**config.mk**
```make
export PLATFORM = sky130hd
export DESIGN_NAME = traffic_class_vote_filter_unit_flat
export DESIGN_NICKNAME = d
export VERILOG_FILES = /design/src/design/tcvf_pkg.sv /design/src/design/tcvf_if.sv /design/src/design/traffic_class_vote_filter_unit.sv /design/src/design/tcvf_front.sv /design/src/design/tcvf_queue.sv /design/src/design/tcvf_back.sv /design/src/flat_wrapper.sv
export SDC_FILE = /design/constraint.sdc
export NUM_CORES = 1
export LEC_CHECK = 0
export BUFFER_PORTS_ARGS = -buffer_cell sky130_fd_sc_hd__buf_4
export CAP_MARGIN = 20
export CELL_PAD_IN_SITES_DETAIL_PLACEMENT = 0
export CELL_PAD_IN_SITES_GLOBAL_PLACEMENT = 1
export CORE_MARGIN = 2
export CORE_UTILIZATION = 40
export CTS_CLUSTER_DIAMETER = 100
export DETAILED_ROUTE_END_ITERATION = 8
export GPL_TIMING_DRIVEN = 0
export PLACE_DENSITY_LB_ADDON = 0.1
export SYNTH_ARGS = -nofsm -noshare
export SYNTH_HDL_FRONTEND = slang
export SYNTH_SLANG_ARGS = --single-unit
```
**constraint.sdc**
```tcl
create_clock -name i_clk -period 10.11 [get_ports i_clk]
set_input_delay 2.022 -clock i_clk [delete_from_list [all_inputs] [get_ports i_clk]]
set_output_delay 2.022 -clock i_clk [all_outputs]
set_load 0.02 [all_outputs]
```
**src/design/tcvf_pkg.sv**
```systemverilog
// Shared types and constants of the traffic class vote filter.
package tcvf_pkg;

    // Class encoding, same as the port hint.
    typedef enum logic [2:0] {
        CLS_UNKNOWN   = 3'd0,
        CLS_VOIP      = 3'd1,
        CLS_GAMING    = 3'd2,
        CLS_VIDEO     = 3'd3,
        CLS_STREAMING = 3'd4,
        CLS_BULK      = 3'd5,
        CLS_TORRENT   = 3'd6
    } t_class;

    localparam int CLASS_COUNT = 7;

    // Depth of the vote window.
    localparam int VOTE_WINDOW = 3;

    // Candidate queue between classifier and voter.
    localparam int QUEUE_DEPTH = 2;
    localparam int QUEUE_PTR_W = $clog2(QUEUE_DEPTH);
    localparam int QUEUE_CNT_W = $clog2(QUEUE_DEPTH + 1);

    // Decision tree thresholds. Bandwidth is 33 bits wide.
    localparam logic [15:0] TORRENT_FLOWS   = 16'd100;
    localparam logic [32:0] BW_HEAVY        = 33'd500000;
    localparam logic [31:0] RX_CLOUD_GAME   = 32'd30000000;
    localparam logic [32:0] BW_GAMING_MAX   = 33'd20000000;
    localparam logic [32:0] BW_VOIP_MAX     = 33'd5000000;
    localparam logic [31:0] RX_DOWNLOAD     = 32'd5000000;
    localparam logic [19:0] SIZE_VOIP_MAX   = 20'd1920;
    localparam logic [32:0] BW_VOIP_LOW     = 33'd200000;
    localparam logic [19:0] SIZE_GAMING_MAX = 20'd5600;
    localparam logic [15:0] GAMING_FLOWS    = 16'd8;
    localparam logic [32:0] BW_GAMING_MIN   = 33'd100000;
    localparam logic [32:0] BW_VIDEO_MIN    = 33'd200000;
    localparam logic [32:0] BW_VIDEO_MAX    = 33'd8000000;
    localparam logic [32:0] BW_HINT_MIN     = 33'd50000;

    // One candidate as it travels from classifier to queue to voter.
    typedef struct packed {
        logic   valid;
        t_class cls;
    } t_cand_item;

endpackage

```
**src/design/tcvf_if.sv**
```systemverilog
// Channel interfaces for samples in and classification results out.
interface tcvf_in_if;
    logic        valid;
    logic        ready;
    logic [31:0] tx_rate;
    logic [31:0] rx_rate;
    logic [15:0] flow_count;
    logic [15:0] udp_count;
    logic        dominant_flow;
    logic [19:0] mean_packet_size;
    logic [2:0]  port_hint;

    modport source (
        output valid, tx_rate, rx_rate, flow_count, udp_count, dominant_flow,
               mean_packet_size, port_hint,
        input  ready
    );
    modport sink (
        input  valid, tx_rate, rx_rate, flow_count, udp_count, dominant_flow,
               mean_packet_size, port_hint,
        output ready
    );
endinterface

interface tcvf_out_if;
    logic       valid;
    logic       ready;
    logic [2:0] current_class;
    logic [2:0] sample_class;
    logic       class_changed;

    modport source (
        output valid, current_class, sample_class, class_changed,
        input  ready
    );
    modport sink (
        input  valid, current_class, sample_class, class_changed,
        output ready
    );
endinterface

```
**src/design/traffic_class_vote_filter_unit.sv**
```systemverilog
// Top level of the traffic class vote filter.
// Each sample of device traffic metrics gets a candidate class from a first-match
// decision tree; the candidate is voted over the last VOTE_WINDOW samples and one
// result (settled class, candidate, change flag) comes out per sample, in order.
// The block takes one sample per clock cycle unless output back-pressure fills the
// queue. A sample's result passes through the classifier register, the two-entry
// candidate queue and the result register, in that order. The queue lets the
// input side keep accepting while a result waits to be taken.
module traffic_class_vote_filter_unit #(
    parameter int VOTE_WINDOW = tcvf_pkg::VOTE_WINDOW
) (
    input  logic        i_clk,
    input  logic        i_rst_n,
    tcvf_in_if.sink     i_in,
    tcvf_out_if.source  o_out
);

    tcvf_pkg::t_cand_item cand;
    tcvf_pkg::t_cand_item head;
    logic                 cand_ready;
    logic                 pop;

    // Classifier.
    tcvf_front u_front (
        .i_clk        (i_clk),
        .i_rst_n      (i_rst_n),
        .i_in         (i_in),
        .o_cand       (cand),
        .i_cand_ready (cand_ready)
    );

    // Candidate queue.
    tcvf_queue u_queue (
        .i_clk        (i_clk),
        .i_rst_n      (i_rst_n),
        .i_push       (cand),
        .o_push_ready (cand_ready),
        .o_head       (head),
        .i_pop        (pop)
    );

    // Voter and result register.
    tcvf_back #(
        .VOTE_WINDOW (VOTE_WINDOW)
    ) u_back (
        .i_clk   (i_clk),
        .i_rst_n (i_rst_n),
        .i_head  (head),
        .o_pop   (pop),
        .o_out   (o_out)
    );

endmodule

```
**src/design/tcvf_front.sv**
```systemverilog
// Front end: accepts samples and registers the decision tree candidate.
module tcvf_front (
    input  logic                 i_clk,
    input  logic                 i_rst_n,
    tcvf_in_if.sink              i_in,
    output tcvf_pkg::t_cand_item o_cand,
    input  logic                 i_cand_ready
);

    logic [32:0]       bw;
    logic [35:0]       tx_x10;
    logic [32:0]       rx_p1;
    logic [33:0]       rx_x3;
    logic [17:0]       udp_x4;
    logic              ratio_low;
    logic              udp_high;
    logic              size_nz;
    logic              flows_nz;
    logic              hint_gaming;
    logic              hint_voip;
    logic              hint_video;
    logic              hint_streaming;
    tcvf_pkg::t_class  hint;
    tcvf_pkg::t_class  n_cls;
    logic              accept;

    logic              r_valid;
    tcvf_pkg::t_class  r_cls;

    // Exact ratio tests by cross-multiplication with shift-and-add.
    always_comb begin
        bw        = {1'b0, i_in.tx_rate} + {1'b0, i_in.rx_rate};
        tx_x10    = {1'b0, i_in.tx_rate, 3'b000} + {3'b000, i_in.tx_rate, 1'b0};
        rx_p1     = {1'b0, i_in.rx_rate} + 33'd1;
        rx_x3     = {rx_p1, 1'b0} + {1'b0, rx_p1};
        ratio_low = tx_x10 < {2'b00, rx_x3};
        udp_x4    = {i_in.udp_count, 2'b00};
        flows_nz  = i_in.flow_count != 16'd0;
        udp_high  = flows_nz && (udp_x4 >= {2'b00, i_in.flow_count});
        size_nz   = i_in.mean_packet_size != 20'd0;
    end

    // A hint outside the encoding counts as unknown.
    always_comb begin
        if (i_in.port_hint == 3'd7) begin
            hint = tcvf_pkg::CLS_UNKNOWN;
        end else begin
            hint = tcvf_pkg::t_class'(i_in.port_hint);
        end
        hint_gaming    = hint == tcvf_pkg::CLS_GAMING;
        hint_voip      = hint == tcvf_pkg::CLS_VOIP;
        hint_video     = hint == tcvf_pkg::CLS_VIDEO;
        hint_streaming = hint == tcvf_pkg::CLS_STREAMING;
    end

    // First-match decision tree.
    always_comb begin
        if (i_in.flow_count > tcvf_pkg::TORRENT_FLOWS && bw > tcvf_pkg::BW_HEAVY) begin
            n_cls = tcvf_pkg::CLS_TORRENT;
        end else if (udp_high && i_in.rx_rate > tcvf_pkg::RX_CLOUD_GAME && ratio_low) begin
            n_cls = hint_gaming ? tcvf_pkg::CLS_GAMING : tcvf_pkg::CLS_STREAMING;
        end else if (udp_high && bw > tcvf_pkg::BW_HEAVY) begin
            n_cls = hint_video ? tcvf_pkg::CLS_VIDEO : tcvf_pkg::CLS_GAMING;
        end else if (i_in.dominant_flow) begin
            if (hint_gaming && bw <= tcvf_pkg::BW_GAMING_MAX) begin
                n_cls = tcvf_pkg::CLS_GAMING;
            end else if (hint_voip && bw <= tcvf_pkg::BW_VOIP_MAX) begin
                n_cls = tcvf_pkg::CLS_VOIP;
            end else if (hint_video) begin
                n_cls = tcvf_pkg::CLS_VIDEO;
            end else if (hint_streaming) begin
                n_cls = tcvf_pkg::CLS_STREAMING;
            end else begin
                n_cls = tcvf_pkg::CLS_BULK;
            end
        end else if (i_in.rx_rate > tcvf_pkg::RX_DOWNLOAD && ratio_low && !udp_high) begin
            if (hint_gaming && bw <= tcvf_pkg::BW_GAMING_MAX) begin
                n_cls = tcvf_pkg::CLS_GAMING;
            end else if (hint_streaming) begin
                n_cls = tcvf_pkg::CLS_STREAMING;
            end else begin
                n_cls = tcvf_pkg::CLS_BULK;
            end
        end else if (size_nz && i_in.mean_packet_size < tcvf_pkg::SIZE_VOIP_MAX
                     && bw < tcvf_pkg::BW_VOIP_LOW) begin
            n_cls = tcvf_pkg::CLS_VOIP;
        end else if (size_nz && i_in.mean_packet_size < tcvf_pkg::SIZE_GAMING_MAX
                     && flows_nz && i_in.flow_count < tcvf_pkg::GAMING_FLOWS
                     && bw > tcvf_pkg::BW_GAMING_MIN) begin
            n_cls = tcvf_pkg::CLS_GAMING;
        end else if (bw >= tcvf_pkg::BW_VIDEO_MIN && bw <= tcvf_pkg::BW_VIDEO_MAX) begin
            n_cls = tcvf_pkg::CLS_VIDEO;
        end else if (hint != tcvf_pkg::CLS_UNKNOWN && bw > tcvf_pkg::BW_HINT_MIN) begin
            n_cls = hint;
        end else begin
            n_cls = tcvf_pkg::CLS_UNKNOWN;
        end
    end

    // The candidate register drains into the queue whenever it has room.
    assign i_in.ready = !r_valid || i_cand_ready;
    assign accept     = i_in.valid && i_in.ready;

    always_ff @(posedge i_clk) begin
        if (!i_rst_n) begin
            r_valid <= 1'b0;
        end else if (i_in.ready) begin
            r_valid <= i_in.valid;
        end
        if (accept) begin
            r_cls <= n_cls;
        end
    end

    assign o_cand.valid = r_valid;
    assign o_cand.cls   = r_cls;

endmodule

```
**src/design/tcvf_queue.sv**
```systemverilog
// Short candidate queue that decouples the classifier from the voter.
module tcvf_queue (
    input  logic                 i_clk,
    input  logic                 i_rst_n,
    input  tcvf_pkg::t_cand_item i_push,
    output logic                 o_push_ready,
    output tcvf_pkg::t_cand_item o_head,
    input  logic                 i_pop
);

    tcvf_pkg::t_class                     r_mem [tcvf_pkg::QUEUE_DEPTH];
    logic [tcvf_pkg::QUEUE_PTR_W-1:0]     r_wptr;
    logic [tcvf_pkg::QUEUE_PTR_W-1:0]     r_rptr;
    logic [tcvf_pkg::QUEUE_CNT_W-1:0]     r_count;
    logic [tcvf_pkg::QUEUE_CNT_W-1:0]     n_count;
    logic                                 push;
    logic                                 pop;

    assign o_push_ready = r_count != tcvf_pkg::QUEUE_CNT_W'(tcvf_pkg::QUEUE_DEPTH);
    assign push         = i_push.valid && o_push_ready;
    assign pop          = i_pop && (r_count != '0);

    // Occupancy follows pushes and pops.
    always_comb begin
        n_count = r_count;
        if (push && !pop) begin
            n_count = r_count + 1'b1;
        end else if (pop && !push) begin
            n_count = r_count - 1'b1;
        end
    end

    // Pointer wrap at the queue depth.
    function automatic logic [tcvf_pkg::QUEUE_PTR_W-1:0] ptr_inc(
        input logic [tcvf_pkg::QUEUE_PTR_W-1:0] p
    );
        if (p == tcvf_pkg::QUEUE_PTR_W'(tcvf_pkg::QUEUE_DEPTH - 1)) begin
            return '0;
        end
        return p + 1'b1;
    endfunction

    always_ff @(posedge i_clk) begin
        if (!i_rst_n) begin
            r_wptr  <= '0;
            r_rptr  <= '0;
            r_count <= '0;
        end else begin
            r_count <= n_count;
            if (push) begin
                r_wptr <= ptr_inc(r_wptr);
            end
            if (pop) begin
                r_rptr <= ptr_inc(r_rptr);
            end
        end
        if (push) begin
            r_mem[r_wptr] <= i_push.cls;
        end
    end

    assign o_head.valid = r_count != '0;
    assign o_head.cls   = r_mem[r_rptr];

endmodule

```
**src/design/tcvf_back.sv**
```systemverilog
// Back end: vote window, settled class and the result register.
module tcvf_back #(
    parameter int VOTE_WINDOW = tcvf_pkg::VOTE_WINDOW
) (
    input  logic                 i_clk,
    input  logic                 i_rst_n,
    input  tcvf_pkg::t_cand_item i_head,
    output logic                 o_pop,
    tcvf_out_if.source           o_out
);

    localparam int CNT_W = $clog2(VOTE_WINDOW + 1);

    tcvf_pkg::t_class  r_hist [VOTE_WINDOW];
    logic [VOTE_WINDOW-1:0] r_hist_vld;
    tcvf_pkg::t_class  r_settled;
    logic              r_out_valid;
    tcvf_pkg::t_class  r_out_current;
    tcvf_pkg::t_class  r_out_sample;
    logic              r_out_changed;

    tcvf_pkg::t_class  n_hist [VOTE_WINDOW];
    logic [VOTE_WINDOW-1:0] n_hist_vld;
    tcvf_pkg::t_class  n_settled;
    logic [CNT_W-1:0]  cnt [tcvf_pkg::CLASS_COUNT];
    logic              all_unknown;

    // Take the next candidate when the result register is free.
    assign o_pop = i_head.valid && (!r_out_valid || o_out.ready);

    // Window shifts by one; newest entry enters at the top.
    always_comb begin
        for (int i = 0; i < VOTE_WINDOW - 1; i++) begin
            n_hist[i]     = r_hist[i+1];
            n_hist_vld[i] = r_hist_vld[i+1];
        end
        n_hist[VOTE_WINDOW-1]     = i_head.cls;
        n_hist_vld[VOTE_WINDOW-1] = 1'b1;
    end

    // Votes per class over the filled entries.
    always_comb begin
        for (int c = 0; c < tcvf_pkg::CLASS_COUNT; c++) begin
            cnt[c] = '0;
            for (int i = 0; i < VOTE_WINDOW; i++) begin
                if (n_hist_vld[i] && n_hist[i] == tcvf_pkg::t_class'(c)) begin
                    cnt[c] = cnt[c] + 1'b1;
                end
            end
        end
        all_unknown = (&n_hist_vld)
                      && (cnt[tcvf_pkg::CLS_UNKNOWN] == CNT_W'(VOTE_WINDOW));
    end

    // Lowest known class with two votes wins; a window of unknowns resets.
    always_comb begin
        n_settled = r_settled;
        for (int c = tcvf_pkg::CLASS_COUNT - 1; c >= 1; c--) begin
            if (cnt[c] >= CNT_W'(2)) begin
                n_settled = tcvf_pkg::t_class'(c);
            end
        end
        if (all_unknown) begin
            n_settled = tcvf_pkg::CLS_UNKNOWN;
        end
    end

    always_ff @(posedge i_clk) begin
        if (!i_rst_n) begin
            r_hist_vld  <= '0;
            r_settled   <= tcvf_pkg::CLS_UNKNOWN;
            r_out_valid <= 1'b0;
        end else begin
            if (o_pop) begin
                r_hist_vld  <= n_hist_vld;
                r_settled   <= n_settled;
                r_out_valid <= 1'b1;
            end else if (o_out.ready) begin
                r_out_valid <= 1'b0;
            end
        end
        if (o_pop) begin
            r_hist        <= n_hist;
            r_out_current <= n_settled;
            r_out_sample  <= i_head.cls;
            r_out_changed <= n_settled != r_settled;
        end
    end

    assign o_out.valid         = r_out_valid;
    assign o_out.current_class = r_out_current;
    assign o_out.sample_class  = r_out_sample;
    assign o_out.class_changed = r_out_changed;

endmodule

```
**src/flat_wrapper.sv**
```systemverilog
// flat-port wrapper written by rule: the top's interface ports become plain ports
module traffic_class_vote_filter_unit_flat 
#(
    parameter int VOTE_WINDOW = tcvf_pkg::VOTE_WINDOW
)
  (i_clk, i_rst_n, i_in_valid, i_in_tx_rate, i_in_rx_rate, i_in_flow_count, i_in_udp_count, i_in_dominant_flow, i_in_mean_packet_size, i_in_port_hint, i_in_ready, o_out_valid, o_out_current_class, o_out_sample_class, o_out_class_changed, o_out_ready);
  tcvf_in_if i_in_i ();
  tcvf_out_if o_out_i ();
  input  logic i_clk;
  input  logic i_rst_n;
  input wire logic [$bits(i_in_i.valid)-1:0] i_in_valid;
  input wire logic [$bits(i_in_i.tx_rate)-1:0] i_in_tx_rate;
  input wire logic [$bits(i_in_i.rx_rate)-1:0] i_in_rx_rate;
  input wire logic [$bits(i_in_i.flow_count)-1:0] i_in_flow_count;
  input wire logic [$bits(i_in_i.udp_count)-1:0] i_in_udp_count;
  input wire logic [$bits(i_in_i.dominant_flow)-1:0] i_in_dominant_flow;
  input wire logic [$bits(i_in_i.mean_packet_size)-1:0] i_in_mean_packet_size;
  input wire logic [$bits(i_in_i.port_hint)-1:0] i_in_port_hint;
  output wire logic [$bits(i_in_i.ready)-1:0] i_in_ready;
  output wire logic [$bits(o_out_i.valid)-1:0] o_out_valid;
  output wire logic [$bits(o_out_i.current_class)-1:0] o_out_current_class;
  output wire logic [$bits(o_out_i.sample_class)-1:0] o_out_sample_class;
  output wire logic [$bits(o_out_i.class_changed)-1:0] o_out_class_changed;
  input wire logic [$bits(o_out_i.ready)-1:0] o_out_ready;
  assign i_in_i.valid = i_in_valid;
  assign i_in_i.tx_rate = i_in_tx_rate;
  assign i_in_i.rx_rate = i_in_rx_rate;
  assign i_in_i.flow_count = i_in_flow_count;
  assign i_in_i.udp_count = i_in_udp_count;
  assign i_in_i.dominant_flow = i_in_dominant_flow;
  assign i_in_i.mean_packet_size = i_in_mean_packet_size;
  assign i_in_i.port_hint = i_in_port_hint;
  assign i_in_ready = i_in_i.ready;
  assign o_out_valid = o_out_i.valid;
  assign o_out_current_class = o_out_i.current_class;
  assign o_out_sample_class = o_out_i.sample_class;
  assign o_out_class_changed = o_out_i.class_changed;
  assign o_out_i.ready = o_out_ready;
  traffic_class_vote_filter_unit #(.VOTE_WINDOW(VOTE_WINDOW)) u_core (.i_clk(i_clk), .i_rst_n(i_rst_n), .i_in(i_in_i), .o_out(o_out_i));
endmodule
```
; Word-level counts from Yosys, hierarchy flattened
; Memory sizes are Yosys's and may differ from the RTL's. A register that Yosys moved wholly into a read port is not among the register bits.
; Index checks and enable logic that the tools add are counted.
[word_totals]
register_bits = 25
mem_bits_rw = 6
input_bits = 124
output_inout_bits = 9
wordCells = 200
n_memories = 1
[memory_table]
columns = memory, words, word_bits, rd, rd_clocked_by_memory_dff, write_ports, line
row1 = u_core.u_queue.r_mem, 2, 3, 1, 1, 1, tcvf_queue.sv:11  ; tcvf_pkg::t_class r_mem [tcvf_pkg::QUEUE_DEPTH];
[op_classes]
addsub = 22
n_lt_le_gt_ge = 22
eq_ne = 26
n_mux = 62
reduce_logical = 55
[ops]
columns = op, count
row1 = "33-bit by 23-bit less-or-equal comparator with 1-bit output, second input constant", 2
row2 = 3-bit 2-to-1 mux, 21
row3 = 1-bit logical AND, 38
row4 = 35-bit by 33-bit adder with 36-bit output, 1
row5 = 36-bit by 34-bit less-than comparator with 1-bit output, 1
row6 = 34-bit by 33-bit adder with 34-bit output, 1
row7 = "32-bit by 1-bit adder with 33-bit output, second input constant", 1
row8 = 32-bit by 32-bit adder with 33-bit output, 1
row9 = "3-bit == test, second input constant", 11
row10 = "33-bit by 18-bit >= comparator with 1-bit output, second input constant", 1
row11 = "33-bit by 16-bit > comparator with 1-bit output, second input constant", 1
row12 = "33-bit by 17-bit > comparator with 1-bit output, second input constant", 1
row13 = "33-bit by 19-bit > comparator with 1-bit output, second input constant", 1
row14 = "33-bit by 25-bit less-or-equal comparator with 1-bit output, second input constant", 1
row15 = "33-bit by 18-bit less-than comparator with 1-bit output, second input constant", 1
row16 = "32-bit by 23-bit > comparator with 1-bit output, second input constant", 1
row17 = "32-bit by 25-bit > comparator with 1-bit output, second input constant", 1
row18 = 2-bit 2-to-1 mux, 16
row19 = "2-bit by 1-bit adder with 2-bit output, second input constant", 15
row20 = 1-bit 2-to-1 mux, 25
row21 = "3-bit by 2-bit == test with 1-bit output, second input constant", 8
row22 = "20-bit by 11-bit less-than comparator with 1-bit output, second input constant", 1
row23 = "20-bit by 13-bit less-than comparator with 1-bit output, second input constant", 1
row24 = 20-bit nonzero test, 1
row25 = other kinds (17), 35

; Longest topological paths before layout
[depth]
word_depth = 16
mapped_depth = 31
ltp_nobuf = 31

; By module
; Synthesis repeated with hierarchy kept, for this count alone.
[hier_totals]
hier_cells = 1331
area_unflattened_um2 = 10038.4
[by_module_without_submodules]
columns = module, n_inst, cells_each, area_each_um2, seq_area_each_um2
row1 = tcvf_front, 1, 1193, 8476.9, 110.1
row2 = tcvf_back, 1, 104, 1113.6, 420.4
row3 = tcvf_queue, 1, 34, 447.9, 280.3

; Worst setup path after synthesis
; Ideal clock, no wire load.
[synth_timing]
kind = input port to flip-flop
startpoint = input i_in_rx_rate[0]
endpoint = register u_core.u_front.r_cls[0] (data pin)
t_arrival_ns = 7.502
slack_ns = 2.351
cell_stages = 28
cell_sequence = ha_1 -> nand4_1 -> clkbuf_1 -> nor3_1 -> and3_1 -> xor2_1 -> ha_1 -> or4_1 -> a41oi_1 -> o41ai_1 -> a2111o_1 -> o311a_1 -> a41oi_1 -> nand2_1 -> a221o_1 -> a21oi_1 -> xor2_1 -> ha_1 -> a221oi_1 -> o21ai_0 -> nor3_1 -> nand3_1 -> a211oi_1 -> o211ai_1 -> nor3_1 -> or2_1 -> a311oi_2 -> a32o_1
[synth_between]
elab_chain_len = 11
[synth_lines]
columns = item, line
row1 = start: declaration, flat_wrapper.sv:13  ; input wire logic [$bits(i_in_i.rx_rate)-1:0] i_in_rx_rate;
row2 = "parallel branches: the longest is 11 deep, another holds 36-bit by 34-bit less-than comparator with 1-bit output", n/a
row3 = end signal: assignment, tcvf_front.sv:111  ; r_cls <= n_cls;
row4 = end: declaration, tcvf_front.sv:28  ; tcvf_pkg::t_class r_cls;
; Several ways; the timed one is not identified.
; A chain may end at the register's enable or synchronous reset.

; Final worst setup path
[layout_timing]
startpoint = input i_in_rx_rate[2]
endpoint = register u_core.u_front.r_cls[0] (data pin)
; The elaborated chain is that of the path after synthesis.

==> flow_metrics.tcl <==
set metrics [dict create \
    maxCapViolCount 0 \
    worst-r2r-cell-count 10 \
    antenna_found_initial 0 \
    critPathCaptureType "register" \
    drc 0 \
    relSlewSlack_pct 39.0 \
    overflow 0 \
    drive_above_1_share_pct 12.4 \
    drtAntennaViolNets 0 \
    yosysWarnings 0 \
    hold_start "u_core.u_front.r_cls[1]" \
    track_usage_pct 22.1 \
    status "finished clean" \
    vias_per_cell 5.74 \
    place.gp.congestion 0.935 \
    fmaxAchievable_mhz 111 \
    grt_max_degree 18 \
    min_to "u_core.u_queue.r_mem[0][1]" \
    cpMaxStageDelayCell "o41ai_1" \
    period_needed_ns 9.00 \
    wirelength_mm 28.5 \
    dp_cells 1728 \
    fill_cells 2463 \
    cts_tree "done" \
    met1Wirelength_mm 14.1 \
    num_rows 56 \
    leakagePower_nw 4.69 \
    die_width_um 158 \
    rsz0062_at_grt "no" \
    crit_fanout 9 \
    syn_nets 1544 \
    grt_pass1_vias 9310 \
    worstSkewPairLatency_ns 0.28 \
    hold_path_class "register to register" \
    cts_resized 0 \
    final_hold_viol_count 0 \
    htree_levels 2 \
    route.met2.wl_mm 13.1 \
    vias 9973 \
    stdcell_count 1736 \
    synth_flop_cell "edfxtp_1" \
    setup_viol 0 \
    fin_total_pwr_mw 1.07 \
    worstMarginPinSlew_ns 0.913 \
    port_buffers 132 \
    grt_pass1_wl_mm 45.6 \
    fin_skew_ns 0.00322 \
    final_nets 1683 \
    antennaDiodeCount 0 \
    netlist_instances 1277 \
    yosysSeqAreaShare_pct 8.55 \
    worstSetupStartpointType "input pin" \
    p_per_area_nw_per_um2 97.1 \
    cp.required_ns 10.14 \
    synth_edf_count 19 \
    synth_cell_type_count 86 \
    syn_area_per_cell_um2 7.43 \
    clock_path_buffers 2 \
    drtIter0Drc 530 \
    holdBufCountCts 0 \
    cts.sinks 31 \
    synthArstFlopShare_pct 0 \
    syn_to_final_growth_pct 16.2 \
    top_layer "met4" \
    die_h_um 158 \
    drt-pass1-iter-count 5 \
    initial_core_util_pct 40.5 \
    holdPathStages 0 \
    routed-wl-met3_um 968 \
    period_share_pct 89.0 \
    netlist_area_um2 9480 \
    worst-r2r-setup-slack_ns 7.55 \
    post_cts_buffers 0 \
    cpPeakStageDelay_ns 0.69 \
    core_area_um2 23400 \
    r2r_end "u_core.u_back.o_out.class_changed" \
    dieArea_um2 25000 \
    synth_seq_cells 31 \
    path_class "input pin to register" \
    cts_root_buf "clkbuf_16" \
    wl_per_cell_um 16.4 \
    dp_hpwl_mm 24.0 \
    cts_buffers 5 \
    vdd_ir_drop_max_v 0.0000857 \
    maxSlewViolCount 0 \
    tns_ns 0 \
    critPathArrivalTime_ns 9.03 \
    clkSlewWorstSetupHoldPaths_ns 0.05 \
    ios 133 \
]
==> flip-flops by register name, summed over array words and instances (netlist names), 2 cells and up, named ones only <==
| register | flops |
|---|---|
| u_core.u_back.n_hist | 3 |
| u_core.u_front.r_cls | 3 |
| u_core.u_queue.r_count | 2 |
| u_core.u_back.o_out.sample_class | 3 |
| u_core.u_queue.r_mem | 6 |
| u_core.u_back.o_out.current_class | 3 |
| u_core.u_back.r_hist_vld | 2 |
| u_core.u_back.r_settled | 3 |
==> final cells by class <==
class | instances | area [um^2] | area share [%]
Sequential cell | 31 | 811 | 7.36
Clock inverter | 2 | 11.3 | 0.102
Multi-Input combinational cell | 1149 | 8290 | 75.2
Timing Repair Buffer | 132 | 991 | 8.99
Inverter | 58 | 218 | 1.98
Buffer | 39 | 173 | 1.57
Tap cell | 319 | 399 | 3.62
Clock buffer | 6 | 129 | 1.17
==> worst max-delay path by stage <==
stage / startpoint / to / slack (ns) / cells after the start
after floorplan: i_in_rx_rate[0] / u_core.u_front.r_cls[0] / 2.35 / 28
after global placement: i_in_rx_rate[2] / u_core.u_front.r_cls[0] / 0.93 / 30
after detailed placement: i_in_rx_rate[2] / u_core.u_front.r_cls[0] / 0.85 / 30
after CTS: i_in_rx_rate[2] / u_core.u_front.r_cls[0] / 1.12 / 30
after global routing: i_in_rx_rate[7] / u_core.u_front.r_cls[0] / 0.54 / 27
final: i_in_rx_rate[2] / u_core.u_front.r_cls[0] / 1.11 / 30
==> critical path: cells and delay by family <==
family                     cells  cell delay, ns
xor gates and xnor gates       2            0.48
AOI/OAI and AO/OA             15            3.38
adders and majority gates      2            0.62
buffers and inverters          3            0.47
and+or+nand+nor                8            2.04
==> synthesized netlist by cell type (20+ instances only) <==
| cell | number | share of area [%] |
|---|---|---|
| a21oi_1 | 101 | 5.3 |
| nor4_1 | 26 | 1.7 |
| o21a_1 | 20 | 1.6 |
| o21ai_0 | 63 | 3.3 |
| nor2_1 | 100 | 4.0 |
| xor2_1 | 45 | 4.2 |
| a21o_1 | 45 | 3.6 |
| ha_1 | 141 | 19 |
| inv_1 | 58 | 2.3 |
| and2_1 | 23 | 1.5 |
| nand2_1 | 83 | 3.3 |
| nand3_1 | 43 | 2.3 |
| nor3_1 | 30 | 1.6 |
| and3_1 | 22 | 1.5 |
| xnor2_1 | 76 | 7.0 |
| clkbuf_1 | 27 | 1.1 |
| nand4_1 | 32 | 2.1 |
| a211oi_1 | 27 | 2.1 |
==> logic make-up after synthesis <==
group / Yosys count / synth area share [%]
multiplexers: 11 / 1.19
AND/OR/NAND/NOR: 462 / 25.9
flip-flops: 31 / 8.55
XOR/XNOR: 121 / 11.2
AO/OA/AOI/OAI: 408 / 29.7
adder cells (fa/ha/maj): 147 / 19.4
buffers and inverters: 97 / 4.12
==> routing by layer <==
layer	vias to the layer above	track usage [%]
met5	-	0
met4	0	3.13
met3	24	1.07
met2	202	38.4
met1	4597	31.0
li1	5150	-
==> power breakdown <==
| part | switching, mW | internal [mW] | leakage (nW) |
|---|---|---|---|
| Combinational | 0.420 | 0.316 | 4.36 |
| Clock | 0.0530 | 0.0908 | 0.0712 |
| Sequential | 0.0219 | 0.169 | 0.254 |
| Total | 0.495 | 0.575 | 4.69 |
==> through the flow <==
step	setup WS [ns]	util, %	instance area (um^2)	hold WS (ns)
after floorplan	2.35	-	9480	0.421
after global placement	0.928	46.5	10900	0.442
after detailed placement	0.850	46.5	10900	0.443
after CTS	1.12	47.1	11000	0.459
after global routing	0.537	47.1	11000	0.473
final	1.11	47.1	11000	0.469
==> layout by cell type, fill, tap and decap left out, types with 10 or more instances in the layout <==
master and count:
edfxtp_1 19, a21o_1 45, and4_1 12, inv_1 58, clkbuf_1 28, nor2b_1 19
xor2_1 45, and3_1 22, o211ai_1 11, nor4_1 26, buf_4 135, and2_1 23
nand3_1 43, o21a_1 20, ha_1 141, nor2_1 99, a21oi_1 101, xnor2_1 76
nand2_1 83, o31ai_1 10, nor3_1 30, dfxtp_1 12, nand4_1 32, o21ai_0 63
a31oi_1 13, nand2b_1 19, a211oi_1 27, o21bai_1 18
No activity file was read; power rests on OpenSTA's default activity.
